`src/ahpc_pkg.sv`:
```
// shared types, codes and constants of the homing position controller
package ahpc_pkg;

   // event codes carried in the request tuser field
   typedef enum logic [2:0] {
      EV_TICK      = 3'd0,
      EV_HIT_FWD   = 3'd1,
      EV_HIT_BWD   = 3'd2,
      EV_MOVE_TO   = 3'd3,
      EV_JOG       = 3'd4,
      EV_CALIBRATE = 3'd5
   } event_type;

   typedef enum logic [1:0] {
      DRV_STOP = 2'd0,
      DRV_FWD  = 2'd1,
      DRV_BWD  = 2'd2
   } drive_type;

   // axis mode, one-hot internally
   typedef enum logic [4:0] {
      MODE_NORMAL   = 5'b00001,
      MODE_CAL_FWD  = 5'b00010,
      MODE_CAL_BWD  = 5'b00100,
      MODE_CAL_FREE = 5'b01000,
      MODE_CAL_FIND = 5'b10000
   } mode_type;

   localparam int EVENT_W = 3;
   localparam int DIR_W   = 2;
   localparam int MOVE_W  = 16;

   // jog and calibrate direction requests
   localparam logic [DIR_W-1:0] DIR_NONE = 2'd0;
   localparam logic [DIR_W-1:0] DIR_FWD  = 2'd1;
   localparam logic [DIR_W-1:0] DIR_BWD  = 2'd2;

   // axis state codes on the result channel
   localparam logic [2:0] CODE_NORMAL   = 3'd0;
   localparam logic [2:0] CODE_CAL_FWD  = 3'd1;
   localparam logic [2:0] CODE_CAL_BWD  = 3'd2;
   localparam logic [2:0] CODE_CAL_FREE = 3'd3;
   localparam logic [2:0] CODE_CAL_FIND = 3'd4;

   // configuration register indexes
   localparam int CSR_INDEX_W = 2;
   localparam logic [CSR_INDEX_W-1:0] CSR_POS_MIN  = 2'd0;
   localparam logic [CSR_INDEX_W-1:0] CSR_POS_MAX  = 2'd1;
   localparam logic [CSR_INDEX_W-1:0] CSR_MIN_MOVE = 2'd2;

   localparam logic [MOVE_W-1:0] MIN_MOVE_RESET = 16'd1500;

   typedef struct packed {
      mode_type  mode;
      drive_type drive;
      logic      cal;
   } axis_state_type;

   // result item, drive in the lowest bits
   typedef struct packed {
      logic      calibrated;
      logic      clear_encoder;
      logic      reached;
      logic [2:0] axis_state;
      drive_type drive;
   } rsp_type;

   localparam int RSP_W = $bits(rsp_type);

   localparam axis_state_type AXIS_STATE_RESET = '{
      mode:  MODE_NORMAL,
      drive: DRV_STOP,
      cal:   1'b0
   };

   function automatic logic [2:0] mode_code(input mode_type m);
      logic [2:0] code;
      case (m)
         MODE_NORMAL:   code = CODE_NORMAL;
         MODE_CAL_FWD:  code = CODE_CAL_FWD;
         MODE_CAL_BWD:  code = CODE_CAL_BWD;
         MODE_CAL_FREE: code = CODE_CAL_FREE;
         MODE_CAL_FIND: code = CODE_CAL_FIND;
         default:       code = CODE_NORMAL;
      endcase
      return code;
   endfunction

endpackage

```
`src/ahpc_csr.sv`:
```
// configuration registers: position limits and minimum move distance
module ahpc_csr #(
   parameter int POS_WIDTH = 32
) (
   input  logic                                   clock,
   input  logic                                   reset,
   input  logic                                   csr_we,
   input  logic [ahpc_pkg::CSR_INDEX_W-1:0]       csr_index,
   input  logic [POS_WIDTH-1:0]                   csr_wdata,
   output logic signed [POS_WIDTH-1:0]            pos_min,
   output logic signed [POS_WIDTH-1:0]            pos_max,
   output logic [ahpc_pkg::MOVE_W-1:0]            min_move
);

   logic signed [POS_WIDTH-1:0] pos_min_ff, pos_min_in;
   logic signed [POS_WIDTH-1:0] pos_max_ff, pos_max_in;
   logic [ahpc_pkg::MOVE_W-1:0] min_move_ff, min_move_in;

   always_comb begin
      pos_min_in  = pos_min_ff;
      pos_max_in  = pos_max_ff;
      min_move_in = min_move_ff;
      if (csr_we) begin
         case (csr_index)
            ahpc_pkg::CSR_POS_MIN:  pos_min_in = csr_wdata;
            ahpc_pkg::CSR_POS_MAX:  pos_max_in = csr_wdata;
            ahpc_pkg::CSR_MIN_MOVE: min_move_in = csr_wdata[ahpc_pkg::MOVE_W-1:0];
            default: ;
         endcase
      end
   end

   always_ff @(posedge clock) begin
      if (reset) begin
         pos_min_ff  <= {1'b1, {(POS_WIDTH-1){1'b0}}};
         pos_max_ff  <= {1'b0, {(POS_WIDTH-1){1'b1}}};
         min_move_ff <= ahpc_pkg::MIN_MOVE_RESET;
      end else begin
         pos_min_ff  <= pos_min_in;
         pos_max_ff  <= pos_max_in;
         min_move_ff <= min_move_in;
      end
   end

   assign pos_min  = pos_min_ff;
   assign pos_max  = pos_max_ff;
   assign min_move = min_move_ff;

endmodule

```
`src/ahpc_step.sv`:
```
// event logic: next axis state, target and result for one event
module ahpc_step #(
   parameter int POS_WIDTH = 32
) (
   input  ahpc_pkg::axis_state_type        state,
   input  logic signed [POS_WIDTH-1:0]     target,
   input  logic signed [POS_WIDTH-1:0]     pos_min,
   input  logic signed [POS_WIDTH-1:0]     pos_max,
   input  logic [ahpc_pkg::MOVE_W-1:0]     min_move,
   input  ahpc_pkg::event_type             ev,
   input  logic signed [POS_WIDTH-1:0]     position,
   input  logic                            switch_fwd_level,
   input  logic                            switch_bwd_level,
   input  logic signed [POS_WIDTH-1:0]     goal,
   input  logic [ahpc_pkg::DIR_W-1:0]      dir_request,
   output ahpc_pkg::axis_state_type        next_state,
   output logic signed [POS_WIDTH-1:0]     next_target,
   output ahpc_pkg::rsp_type               rsp
);

   logic signed [POS_WIDTH:0] diff;
   logic signed [POS_WIDTH:0] move_lim;
   logic                      far_fwd;
   logic                      far_bwd;
   logic                      in_range;
   logic                      stop_now;
   logic                      hit;
   logic                      reached;
   logic                      clr;

   // distance kept one bit wider so it cannot wrap
   assign diff     = {goal[POS_WIDTH-1], goal} - {position[POS_WIDTH-1], position};
   assign move_lim = $signed({{(POS_WIDTH+1-ahpc_pkg::MOVE_W){1'b0}}, min_move});
   assign far_fwd  = diff > move_lim;
   assign far_bwd  = diff < -move_lim;
   assign in_range = (goal >= pos_min) && (goal <= pos_max);

   assign stop_now =
      ((state.drive == ahpc_pkg::DRV_FWD) && ((position >= target) || (position >= pos_max))) ||
      ((state.drive == ahpc_pkg::DRV_BWD) && ((position <= target) || (position <= pos_min)));

   assign hit = ((ev == ahpc_pkg::EV_HIT_FWD) && (state.drive == ahpc_pkg::DRV_FWD)) ||
                ((ev == ahpc_pkg::EV_HIT_BWD) && (state.drive == ahpc_pkg::DRV_BWD));

   always_comb begin
      next_state  = state;
      next_target = target;
      reached     = 1'b0;
      clr         = 1'b0;
      case (ev)
         ahpc_pkg::EV_TICK: begin
            case (state.mode)
               ahpc_pkg::MODE_NORMAL: begin
                  if (stop_now) begin
                     next_state.drive = ahpc_pkg::DRV_STOP;
                     reached          = 1'b1;
                  end
               end
               ahpc_pkg::MODE_CAL_FWD: begin
                  if (switch_fwd_level) begin
                     next_state.mode  = ahpc_pkg::MODE_CAL_FREE;
                     next_state.drive = ahpc_pkg::DRV_BWD;
                  end else begin
                     next_state.mode  = ahpc_pkg::MODE_CAL_FIND;
                     next_state.drive = ahpc_pkg::DRV_FWD;
                  end
               end
               ahpc_pkg::MODE_CAL_BWD: begin
                  if (switch_bwd_level) begin
                     next_state.mode  = ahpc_pkg::MODE_CAL_FREE;
                     next_state.drive = ahpc_pkg::DRV_FWD;
                  end else begin
                     next_state.mode  = ahpc_pkg::MODE_CAL_FIND;
                     next_state.drive = ahpc_pkg::DRV_BWD;
                  end
               end
               ahpc_pkg::MODE_CAL_FREE: begin
                  // once off both switches, head back the other way to find the edge
                  if (!switch_fwd_level && !switch_bwd_level) begin
                     next_state.mode  = ahpc_pkg::MODE_CAL_FIND;
                     next_state.drive = (state.drive == ahpc_pkg::DRV_FWD) ?
                                        ahpc_pkg::DRV_BWD : ahpc_pkg::DRV_FWD;
                  end
               end
               default: ;
            endcase
         end
         ahpc_pkg::EV_HIT_FWD, ahpc_pkg::EV_HIT_BWD: begin
            if (hit) begin
               next_state.drive = ahpc_pkg::DRV_STOP;
               if (state.mode == ahpc_pkg::MODE_CAL_FIND) begin
                  clr             = 1'b1;
                  next_state.cal  = 1'b1;
                  next_state.mode = ahpc_pkg::MODE_NORMAL;
               end
            end
         end
         ahpc_pkg::EV_MOVE_TO: begin
            if (in_range) begin
               next_target = goal;
               if (far_fwd) begin
                  next_state.drive = ahpc_pkg::DRV_FWD;
               end else if (far_bwd) begin
                  next_state.drive = ahpc_pkg::DRV_BWD;
               end
            end
         end
         ahpc_pkg::EV_JOG: begin
            case (dir_request)
               ahpc_pkg::DIR_NONE: next_state.drive = ahpc_pkg::DRV_STOP;
               ahpc_pkg::DIR_FWD: begin
                  next_target      = {1'b0, {(POS_WIDTH-1){1'b1}}};
                  next_state.drive = ahpc_pkg::DRV_FWD;
               end
               ahpc_pkg::DIR_BWD: begin
                  next_target      = {1'b1, {(POS_WIDTH-1){1'b0}}};
                  next_state.drive = ahpc_pkg::DRV_BWD;
               end
               default: ;
            endcase
         end
         ahpc_pkg::EV_CALIBRATE: begin
            next_state.mode = (dir_request == ahpc_pkg::DIR_FWD) ?
                              ahpc_pkg::MODE_CAL_FWD : ahpc_pkg::MODE_CAL_BWD;
         end
         default: ;
      endcase
   end

   always_comb begin
      rsp.drive         = next_state.drive;
      rsp.axis_state    = ahpc_pkg::mode_code(next_state.mode);
      rsp.reached       = reached;
      rsp.clear_encoder = clr;
      rsp.calibrated    = next_state.cal;
   end

endmodule

```
`src/axis_homing_position_controller_top.sv`:
```
// top level of the homing position controller: input and result registers
// One event per clock cycle while rsp_tready keeps the result register draining:
// each accepted transfer lands in an input register, the combinational event logic
// between that register and the result register updates the axis state as the
// event moves on, and the result is registered in the result register before it
// appears on rsp_. An empty input register takes a new request while a finished
// result still waits. Request tuser holds the event code; request
// tdata holds position, forward switch, backward switch, goal and direction from
// bit 0 up, zero-padded to whole bytes. Configuration writes are taken in any cycle
// and should only be issued while no event is in flight.
module axis_homing_position_controller_top #(
   parameter int POS_WIDTH = 32,
   localparam int REQ_DATA_W  = 2*POS_WIDTH + 4,
   localparam int REQ_TDATA_W = ((REQ_DATA_W + 7) / 8) * 8
) (
   input  logic                               clock,
   input  logic                               reset,
   // request channel
   input  logic                               req_tvalid,
   output logic                               req_tready,
   // position, switch_fwd_level, switch_bwd_level, goal, dir_request
   input  logic [REQ_TDATA_W-1:0]             req_tdata,
   // event code
   input  logic [ahpc_pkg::EVENT_W-1:0]       req_tuser,
   // result channel
   output logic                               rsp_tvalid,
   input  logic                               rsp_tready,
   // drive, axis_state, reached, clear_encoder, calibrated
   output logic [ahpc_pkg::RSP_W-1:0]         rsp_tdata,
   // configuration port
   input  logic                               csr_we,
   input  logic [ahpc_pkg::CSR_INDEX_W-1:0]   csr_index,
   input  logic [POS_WIDTH-1:0]               csr_wdata
);

   logic signed [POS_WIDTH-1:0]   pos_min;
   logic signed [POS_WIDTH-1:0]   pos_max;
   logic [ahpc_pkg::MOVE_W-1:0]   min_move;

   // input register
   logic                          s1_valid_ff, s1_valid_in;
   ahpc_pkg::event_type           s1_event_ff;
   logic signed [POS_WIDTH-1:0]   s1_pos_ff;
   logic                          s1_swf_ff;
   logic                          s1_swb_ff;
   logic signed [POS_WIDTH-1:0]   s1_goal_ff;
   logic [ahpc_pkg::DIR_W-1:0]    s1_dir_ff;

   // axis state
   ahpc_pkg::axis_state_type      state_ff, state_in;
   logic signed [POS_WIDTH-1:0]   target_ff, target_in;

   // result register
   logic                          rsp_valid_ff, rsp_valid_in;
   ahpc_pkg::rsp_type             rsp_data_ff, rsp_data_in;

   logic                          advance;
   logic                          req_take;

   ahpc_csr #(.POS_WIDTH(POS_WIDTH)) u_csr (
      .clock     (clock),
      .reset     (reset),
      .csr_we    (csr_we),
      .csr_index (csr_index),
      .csr_wdata (csr_wdata),
      .pos_min   (pos_min),
      .pos_max   (pos_max),
      .min_move  (min_move)
   );

   ahpc_step #(.POS_WIDTH(POS_WIDTH)) u_step (
      .state            (state_ff),
      .target           (target_ff),
      .pos_min          (pos_min),
      .pos_max          (pos_max),
      .min_move         (min_move),
      .ev               (s1_event_ff),
      .position         (s1_pos_ff),
      .switch_fwd_level (s1_swf_ff),
      .switch_bwd_level (s1_swb_ff),
      .goal             (s1_goal_ff),
      .dir_request      (s1_dir_ff),
      .next_state       (state_in),
      .next_target      (target_in),
      .rsp              (rsp_data_in)
   );

   // an event moves on when the result register is empty or being drained
   assign advance    = s1_valid_ff && (!rsp_valid_ff || rsp_tready);
   assign req_tready = !s1_valid_ff || advance;
   assign req_take   = req_tvalid && req_tready;

   assign s1_valid_in  = req_take || (s1_valid_ff && !advance);
   assign rsp_valid_in = advance || (rsp_valid_ff && !rsp_tready);

   always_ff @(posedge clock) begin
      if (reset) begin
         s1_valid_ff  <= 1'b0;
         rsp_valid_ff <= 1'b0;
         state_ff     <= ahpc_pkg::AXIS_STATE_RESET;
         target_ff    <= '0;
      end else begin
         s1_valid_ff  <= s1_valid_in;
         rsp_valid_ff <= rsp_valid_in;
         if (advance) begin
            state_ff  <= state_in;
            target_ff <= target_in;
         end
      end
   end

   always_ff @(posedge clock) begin
      if (req_take) begin
         s1_event_ff <= ahpc_pkg::event_type'(req_tuser);
         s1_pos_ff   <= req_tdata[POS_WIDTH-1:0];
         s1_swf_ff   <= req_tdata[POS_WIDTH];
         s1_swb_ff   <= req_tdata[POS_WIDTH+1];
         s1_goal_ff  <= req_tdata[2*POS_WIDTH+1:POS_WIDTH+2];
         s1_dir_ff   <= req_tdata[2*POS_WIDTH+3:2*POS_WIDTH+2];
      end
      if (advance) begin
         rsp_data_ff <= rsp_data_in;
      end
   end

   assign rsp_tvalid = rsp_valid_ff;
   assign rsp_tdata  = rsp_data_ff;

`ifndef SYNTH
   // a reported arrival always leaves the motor stopped
   assert property (@(posedge clock) disable iff (reset)
      rsp_valid_ff && rsp_data_ff.reached |-> rsp_data_ff.drive == ahpc_pkg::DRV_STOP)
      else $error("reached reported with motor still driven");

   // encoder clear only on homing completion
   assert property (@(posedge clock) disable iff (reset)
      rsp_valid_ff && rsp_data_ff.clear_encoder |->
         rsp_data_ff.calibrated && rsp_data_ff.axis_state == ahpc_pkg::CODE_NORMAL)
      else $error("encoder clear without completed homing");

   // an event that moves on always shows up as a result
   assert property (@(posedge clock) disable iff (reset)
      advance |=> rsp_valid_ff)
      else $error("advanced event produced no result");

   // calibration flag is sticky once set
   assert property (@(posedge clock) disable iff (reset)
      !$past(reset) |-> !$fell(state_ff.cal))
      else $error("calibration flag dropped");

   // the result register only changes when it is empty or drained
   assert property (@(posedge clock) disable iff (reset)
      rsp_valid_ff && !rsp_tready |=> $stable(rsp_data_ff) && $stable(state_ff))
      else $error("stalled result or axis state changed");
`endif

endmodule
```
`config.mk`:
```
export PLATFORM = sky130hd
export DESIGN_NAME = axis_homing_position_controller_top
export DESIGN_NICKNAME = d
export VERILOG_FILES = /design/src/ahpc_pkg.sv /design/src/ahpc_csr.sv /design/src/ahpc_step.sv /design/src/axis_homing_position_controller_top.sv
export SDC_FILE = /design/constraint.sdc
export NUM_CORES = 1
export LEC_CHECK = 0
export BUFFER_PORTS_ARGS = -buffer_cell sky130_fd_sc_hd__buf_2
export CELL_PAD_IN_SITES_DETAIL_PLACEMENT = 0
export CELL_PAD_IN_SITES_GLOBAL_PLACEMENT = 1
export CORE_MARGIN = 1
export CORE_UTILIZATION = 50
export DETAILED_ROUTE_END_ITERATION = 12
export PLACE_DENSITY_LB_ADDON = 0.1
export RECOVER_POWER = 25
export SLEW_MARGIN = 20
export SYNTH_ARGS = -nofsm -noshare
export SYNTH_HDL_FRONTEND = slang
export SYNTH_SLANG_ARGS = --single-unit
```
`constraint.sdc`:
```
create_clock -name clock -period 7.93 [get_ports clock]
set_clock_uncertainty 0.1 [all_clocks]
set_input_delay 1.1895 -clock clock [delete_from_list [all_inputs] [get_ports clock]]
set_output_delay 1.1895 -clock clock [all_outputs]
set_load 0.01 [all_outputs]
```
* Word level (Yosys, flattened, before mapping)
Index checks and enable logic that the tools add are counted. W data, S select, Z words.
Storage, ports and cells: register bits after elaboration 201, bits in latches 0, RAM bits 0, bits in read-only memories 0, input bits 114, output and inout bits 10, word-level logic and storage cells 111, memories kept 0
Operators by class: add/subtract/negate cells 2, multiply operators 0, divide/modulo/power cells 0, order comparisons 8, equal/unequal tests 22, shifts and indexed selects 0, mux-type cells 24, bitwise operators 0, reductions and logical operators 35
Operators with widths (number):
- $pmux W32 S2 | 2
- $ge A32 B32 Y1 | 3
- $le A32 B32 Y1 | 3
- $gt A33 B17 Y1 | 1
- $lt A33 B33 Y1 | 1
- $neg A16 Y33 | 1
- $sub A32 B32 Y33 | 1
- $mux W32 | 1
- $pmux W5 S3 | 2
- $mux W7 | 3
- $pmux W2 S4 | 2
- $pmux W3 S4 | 1
- $eq A5 B2 Y1 const B | 2
- $eq A5 B3 Y1 const B | 2
- $eq A5 B4 Y1 const B | 2
- $eq A5 B5 Y1 const B | 2
- $logic_and A1 B1 Y1 | 10
- $mux W2 | 5
- $reduce_and A2 Y1 | 5
- $logic_or A1 B1 Y1 | 8
- $mux W8 | 1
- $eq A2 B1 Y1 const B | 3
- $eq A2 B2 Y1 const B | 3
- $eq A3 B2 Y1 const B | 2
- 15 further kinds | 25

* Depth between registers and ports, before layout
depth after elaboration 7, mapped depth 24, mapped depth without buffers 23

* By module
From an unflattened synthesis, not the netlist that was laid out.
Unflattened totals: cell total of the unflattened synthesis 1795, area total of the unflattened synthesis 16220.6 µm²
By module, submodules not included:
- ahpc_step | instances 1, cells an instance 1199, area each 8580.7 µm², sequential area each 0.0 µm²
- axis_homing_position_controller_top | instances 1, cells an instance 263, area each 4282.9 µm², sequential area each 3213.1 µm²
- ahpc_csr | instances 1, cells an instance 333, area each 3357.0 µm², sequential area each 1601.5 µm²

* Worst setup path after synthesis
OpenSTA, ideal clock, no wires.
kind register to register, from register s1_goal_ff[0], to register rsp_data_ff (netlist bit rsp_tdata[0]) (data pin), setup time 0.268 ns, arrival time 4.493 ns, data required time 7.562 ns, slack 3.069 ns, stages on the path, launching flop included 22, path buffers 0, period minus slack after synthesis 4.861 ns, cells stage by stage edfxtp_1 inv_1 ha_1 inv_1 fa_1 a21oi_1 nor2_1 or2_2 a21o_1 a21oi_1 xnor2_1 ha_1 a21oi_1 nor4_1 a2111oi_0 nand3_1 a21oi_1 or4b_2 nor4_2 a31oi_1 o41ai_2 a21oi_1
RTL lines:
- from (decl) | RTL line axis_homing_position_controller_top.sv:46 | logic signed [POS_WIDTH-1:0] s1_goal_ff;
- from (signal assigned) | RTL line axis_homing_position_controller_top.sv:118 | s1_goal_ff <= req_tdata[2*POS_WIDTH+1:POS_WIDTH+2];
- to (signal assigned) | RTL line axis_homing_position_controller_top.sv:122 | rsp_data_ff <= rsp_data_in;
- to (decl) | RTL line axis_homing_position_controller_top.sv:55 | ahpc_pkg::rsp_type rsp_data_ff, rsp_data_in;

==> flow_metrics.tcl <==
set metrics [dict create \
    r2r_end "rsp_tdata[0]" \
    hpwl_microns 32500 \
    die_x_microns 174 \
    ys_seq_elements 201 \
    swShare 0.303 \
    hold_path_startpoint "u_csr.pos_min[22]" \
    track_usage 0.276 \
    cts_root_buf "clkbuf_16" \
    violations "capacitance limit, slew limit" \
    worstSetupEndpoint "rsp_tdata[0]" \
    rows 62 \
    synth_cell_types 75 \
    tightest_slew_ps 2310 \
    fin_crit_ps 5590 \
    synth_warnings 0 \
    cp_data_required_time_ps 8110 \
    internal_power_mw 2.08 \
    async_reset_ff_frac 0 \
    cp.arrival_ps 5770 \
    grt_pass1_vias 12100 \
    postCtsHoldBufs 0 \
    grt_max_degree 73 \
    critPathKind "register to register" \
    layout.nets 2175 \
    post_cts_buffers 0 \
    start_util 0.512 \
    fmax_ghz 0.179 \
    firstDrtPassIters 5 \
    antenna_found_initial 0 \
    p_leak_nw 7.34 \
    area_delta_synth_final_pct 11.5 \
    slew_viol_final 33 \
    drive_gt1_frac 0.102 \
    cp-startpoint "s1_goal_ff[0]" \
    port_buffers 119 \
    powerDensity_nw_per_um2 181 \
    boundaryPins 124 \
    synth_seq_area_share 0.326 \
    wl_per_cell_microns 18.7 \
    maxSlewHeadroom -0.541 \
    fin_setup_tns_ps 0 \
    cts_sinks 201 \
    cts_tree "done" \
    rr_startpoint "s1_goal_ff[0]" \
    drc_errors 0 \
    reg2reg_depth 22 \
    routed_via_density 5.84 \
    clkPwrFrac 0.386 \
    worst_skew_pair.late_latency_ps 540 \
    rsz0062_at_grt "false" \
    dpl-instance-area_sq_um 15600 \
    stdcell_area_sq_um 16500 \
    p_sw_mw 0.904 \
    core-area_sq_um 28900 \
    fin_hold_ws_ps 353 \
    post_cts_resized 0 \
    routed_wl_microns 41600 \
    critical_path.max_fanout 4 \
    drtAntennaViolNets 0 \
    fp.dieH_microns 174 \
    clk_pin_slew_ps 60 \
    htreeDepth 1 \
    clockBufferDepth 3 \
    gp_congestion 0.936 \
    hold_viol_final 0 \
    grt_pass1_wl_microns 66300 \
    p_comb_frac 0.215 \
    cpMostUsedCell "a21oi_1" \
    min_path_type "register to register" \
    peakVddDrop_v 0.000220 \
    status "finished with violations" \
    cp-end-kind "register" \
    power.share.sequential 0.399 \
    netlist_area_sq_um 14800 \
    cts_made_buffers 24 \
    synth_area_per_cell_sq_um 8.52 \
    slowest_stage "or4b_2" \
    die_area_sq_um 30200 \
    slowest_delay_ps 620 \
    antennaDiodeCount 0 \
    rrSetupSlack_ps 2340 \
    dr.first_iter.drc_count 925 \
    finalCritPeriodShare 0.705 \
    ys.flop_type "dfxtp_1" \
    overflow 0 \
    path_cells "inv_1, ha_1, inv_1, fa_1, a21oi_1, nor2_1, o211a_1, nor2_1, o31a_1, xnor2_1, ha_1, nand2_1, nor3_1, nand3_1, nor3_1, a21oi_1, a21oi_1, or4b_2, nor4_2, a31oi_1, o41ai_2, a21oi_1" \
    finalSetupViolCount 0 \
    synth_fp_nets 2090 \
    synthCells 1734 \
    route.vias.total 13000 \
    synth_edf_count 79 \
    cp-start-kind "register" \
    maxCapViolCount 1 \
]
[layer usage]
layer,vias to the layer above,global-route usage,share of wire
met3,50,0.0351,0.060
met2,358,0.404,0.41
met1,6091,0.419,0.50
met5,-,0,0
li1,6463,-,-
met4,0,0.0775,0.028
[area by class of cell]
type                    count  area [sq um]
multi-input cells        1298          9070
clock buffers              25           604
flip-flops and latches    201          4810
repair buffers            125           643
inverters                 169           634
well taps                 384           480
clock inverters            19           226
fillers                  2725         12400
[power by group through the flow]
stage	registers (mW)	logic (mW)	clock network, mW
finish	1.19	0.642	1.15
global placement	1.21	0.618	0
detailed placement	1.21	0.631	0
CTS	1.19	0.637	1.17
global route	1.19	0.733	1.22
floorplan	1.18	0.467	0
[worst max-delay path, delay by kind of cell, from the launching register on]
family                   cells  cell delay (ps)
AO/OA/AOI/OAI                8             1610
buffers and inverters        2              240
flip-flops                   1              380
AND/OR/NAND/NOR              8             1940
XOR/XNOR                     1              110
adder cells (fa/ha/maj)      3              940
[Yosys cell counts, types with 3 or more instances]
| library cell | n | share of area |
|---|---|---|
| a21oi_1 | 140 | 0.047 |
| dfxtp_1 | 122 | 0.17 |
| nand4_1 | 42 | 0.018 |
| o22ai_1 | 5 | 0.0021 |
| or4_1 | 5 | 0.0025 |
| inv_1 | 169 | 0.043 |
| and4_1 | 3 | 0.0018 |
| nor2b_1 | 16 | 0.0068 |
| a22oi_1 | 7 | 0.0036 |
| a211oi_1 | 19 | 0.0097 |
| o21ai_0 | 94 | 0.032 |
| nand3b_1 | 32 | 0.016 |
| nor4_1 | 11 | 0.0047 |
| or3_1 | 8 | 0.0034 |
| a21boi_0 | 3 | 0.0015 |
| xor2_1 | 14 | 0.0083 |
| nand3_1 | 36 | 0.012 |
| a221oi_1 | 37 | 0.022 |
| o31a_1 | 5 | 0.0030 |
| o21bai_1 | 7 | 0.0036 |
| a21o_1 | 37 | 0.019 |
| and3_1 | 9 | 0.0038 |
| o221ai_1 | 6 | 0.0036 |
| a31oi_1 | 18 | 0.0076 |
| o21a_1 | 13 | 0.0066 |
| o2111ai_1 | 5 | 0.0030 |
| nor2_1 | 91 | 0.023 |
| edfxtp_1 | 79 | 0.16 |
| o211ai_1 | 9 | 0.0046 |
| xnor2_1 | 24 | 0.014 |
| clkbuf_1 | 62 | 0.016 |
| nor3_1 | 50 | 0.017 |
| a211o_1 | 14 | 0.0083 |
| and2_1 | 5 | 0.0021 |
| a311o_1 | 4 | 0.0027 |
| nand2_1 | 230 | 0.058 |
| nor3b_1 | 4 | 0.0020 |
| nand2b_1 | 10 | 0.0042 |
| ha_1 | 241 | 0.20 |
| or2_2 | 6 | 0.0025 |
[cell families (layout without fill, tap and decap cells)]
family,after synthesis,in the layout,share of synthesized area
and+or+nand+nor,569,569,0.186
DFF,201,201,0.326
muxes,3,3,0.00212
buffers and inverters,235,338,0.0608
xor gates and xnor gates,38,38,0.0225
AOI/OAI and AO/OA,446,446,0.197
adders and majority gates,242,242,0.206
[cells in the final DEF (no fill, tap or decap), types with 50 or more instances in the layout]
| cell | count |
|---|---|
| ha_1 | 241 |
| dfxtp_1 | 122 |
| nor3_1 | 50 |
| nor2_1 | 89 |
| inv_1 | 169 |
| o21ai_0 | 94 |
| buf_2 | 118 |
| a21oi_1 | 140 |
| nand2_1 | 229 |
| edfxtp_1 | 79 |
[metrics by stage]
step | total power [mW] | cells | util | setup WS [ps]
2_1_floorplan | 1.65 | 1734 | - | 3070
3_3_place_gp | 1.83 | 2177 | 0.542 | 2290
3_5_place_dp | 1.84 | 2177 | 0.542 | 2340
4_1_cts | 2.99 | 2221 | 0.571 | 2310
5_1_grt | 3.14 | 2221 | 0.571 | 1900
6_report | 2.98 | 2221 | 0.571 | 2340
[flip-flops by register name, summed over array words and instances (netlist names), 2 cells and up]
| register | count |
|---|---|
| u_csr.pos_min | 32 |
| target_ff | 32 |
| rsp_tdata | 8 |
| s1_goal_ff | 32 |
| u_csr.min_move | 16 |
| u_csr.pos_max | 32 |
| s1_dir_ff | 2 |
| s1_pos_ff | 32 |
| s1_event_ff | 3 |
| state_ff | 8 |
[worst min-delay path by stage]
stage	to	slack, ps	cells past startpoint
2_1_floorplan	state_ff[0]	330	2
3_3_place_gp	state_ff[0]	340	2
3_5_place_dp	u_csr.pos_min[17]	350	2
4_1_cts	u_csr.pos_min[18]	360	2
5_1_grt	u_csr.pos_max[31]	370	2
6_report	u_csr.pos_min[22]	350	2
(Power assumes the default switching activity.)
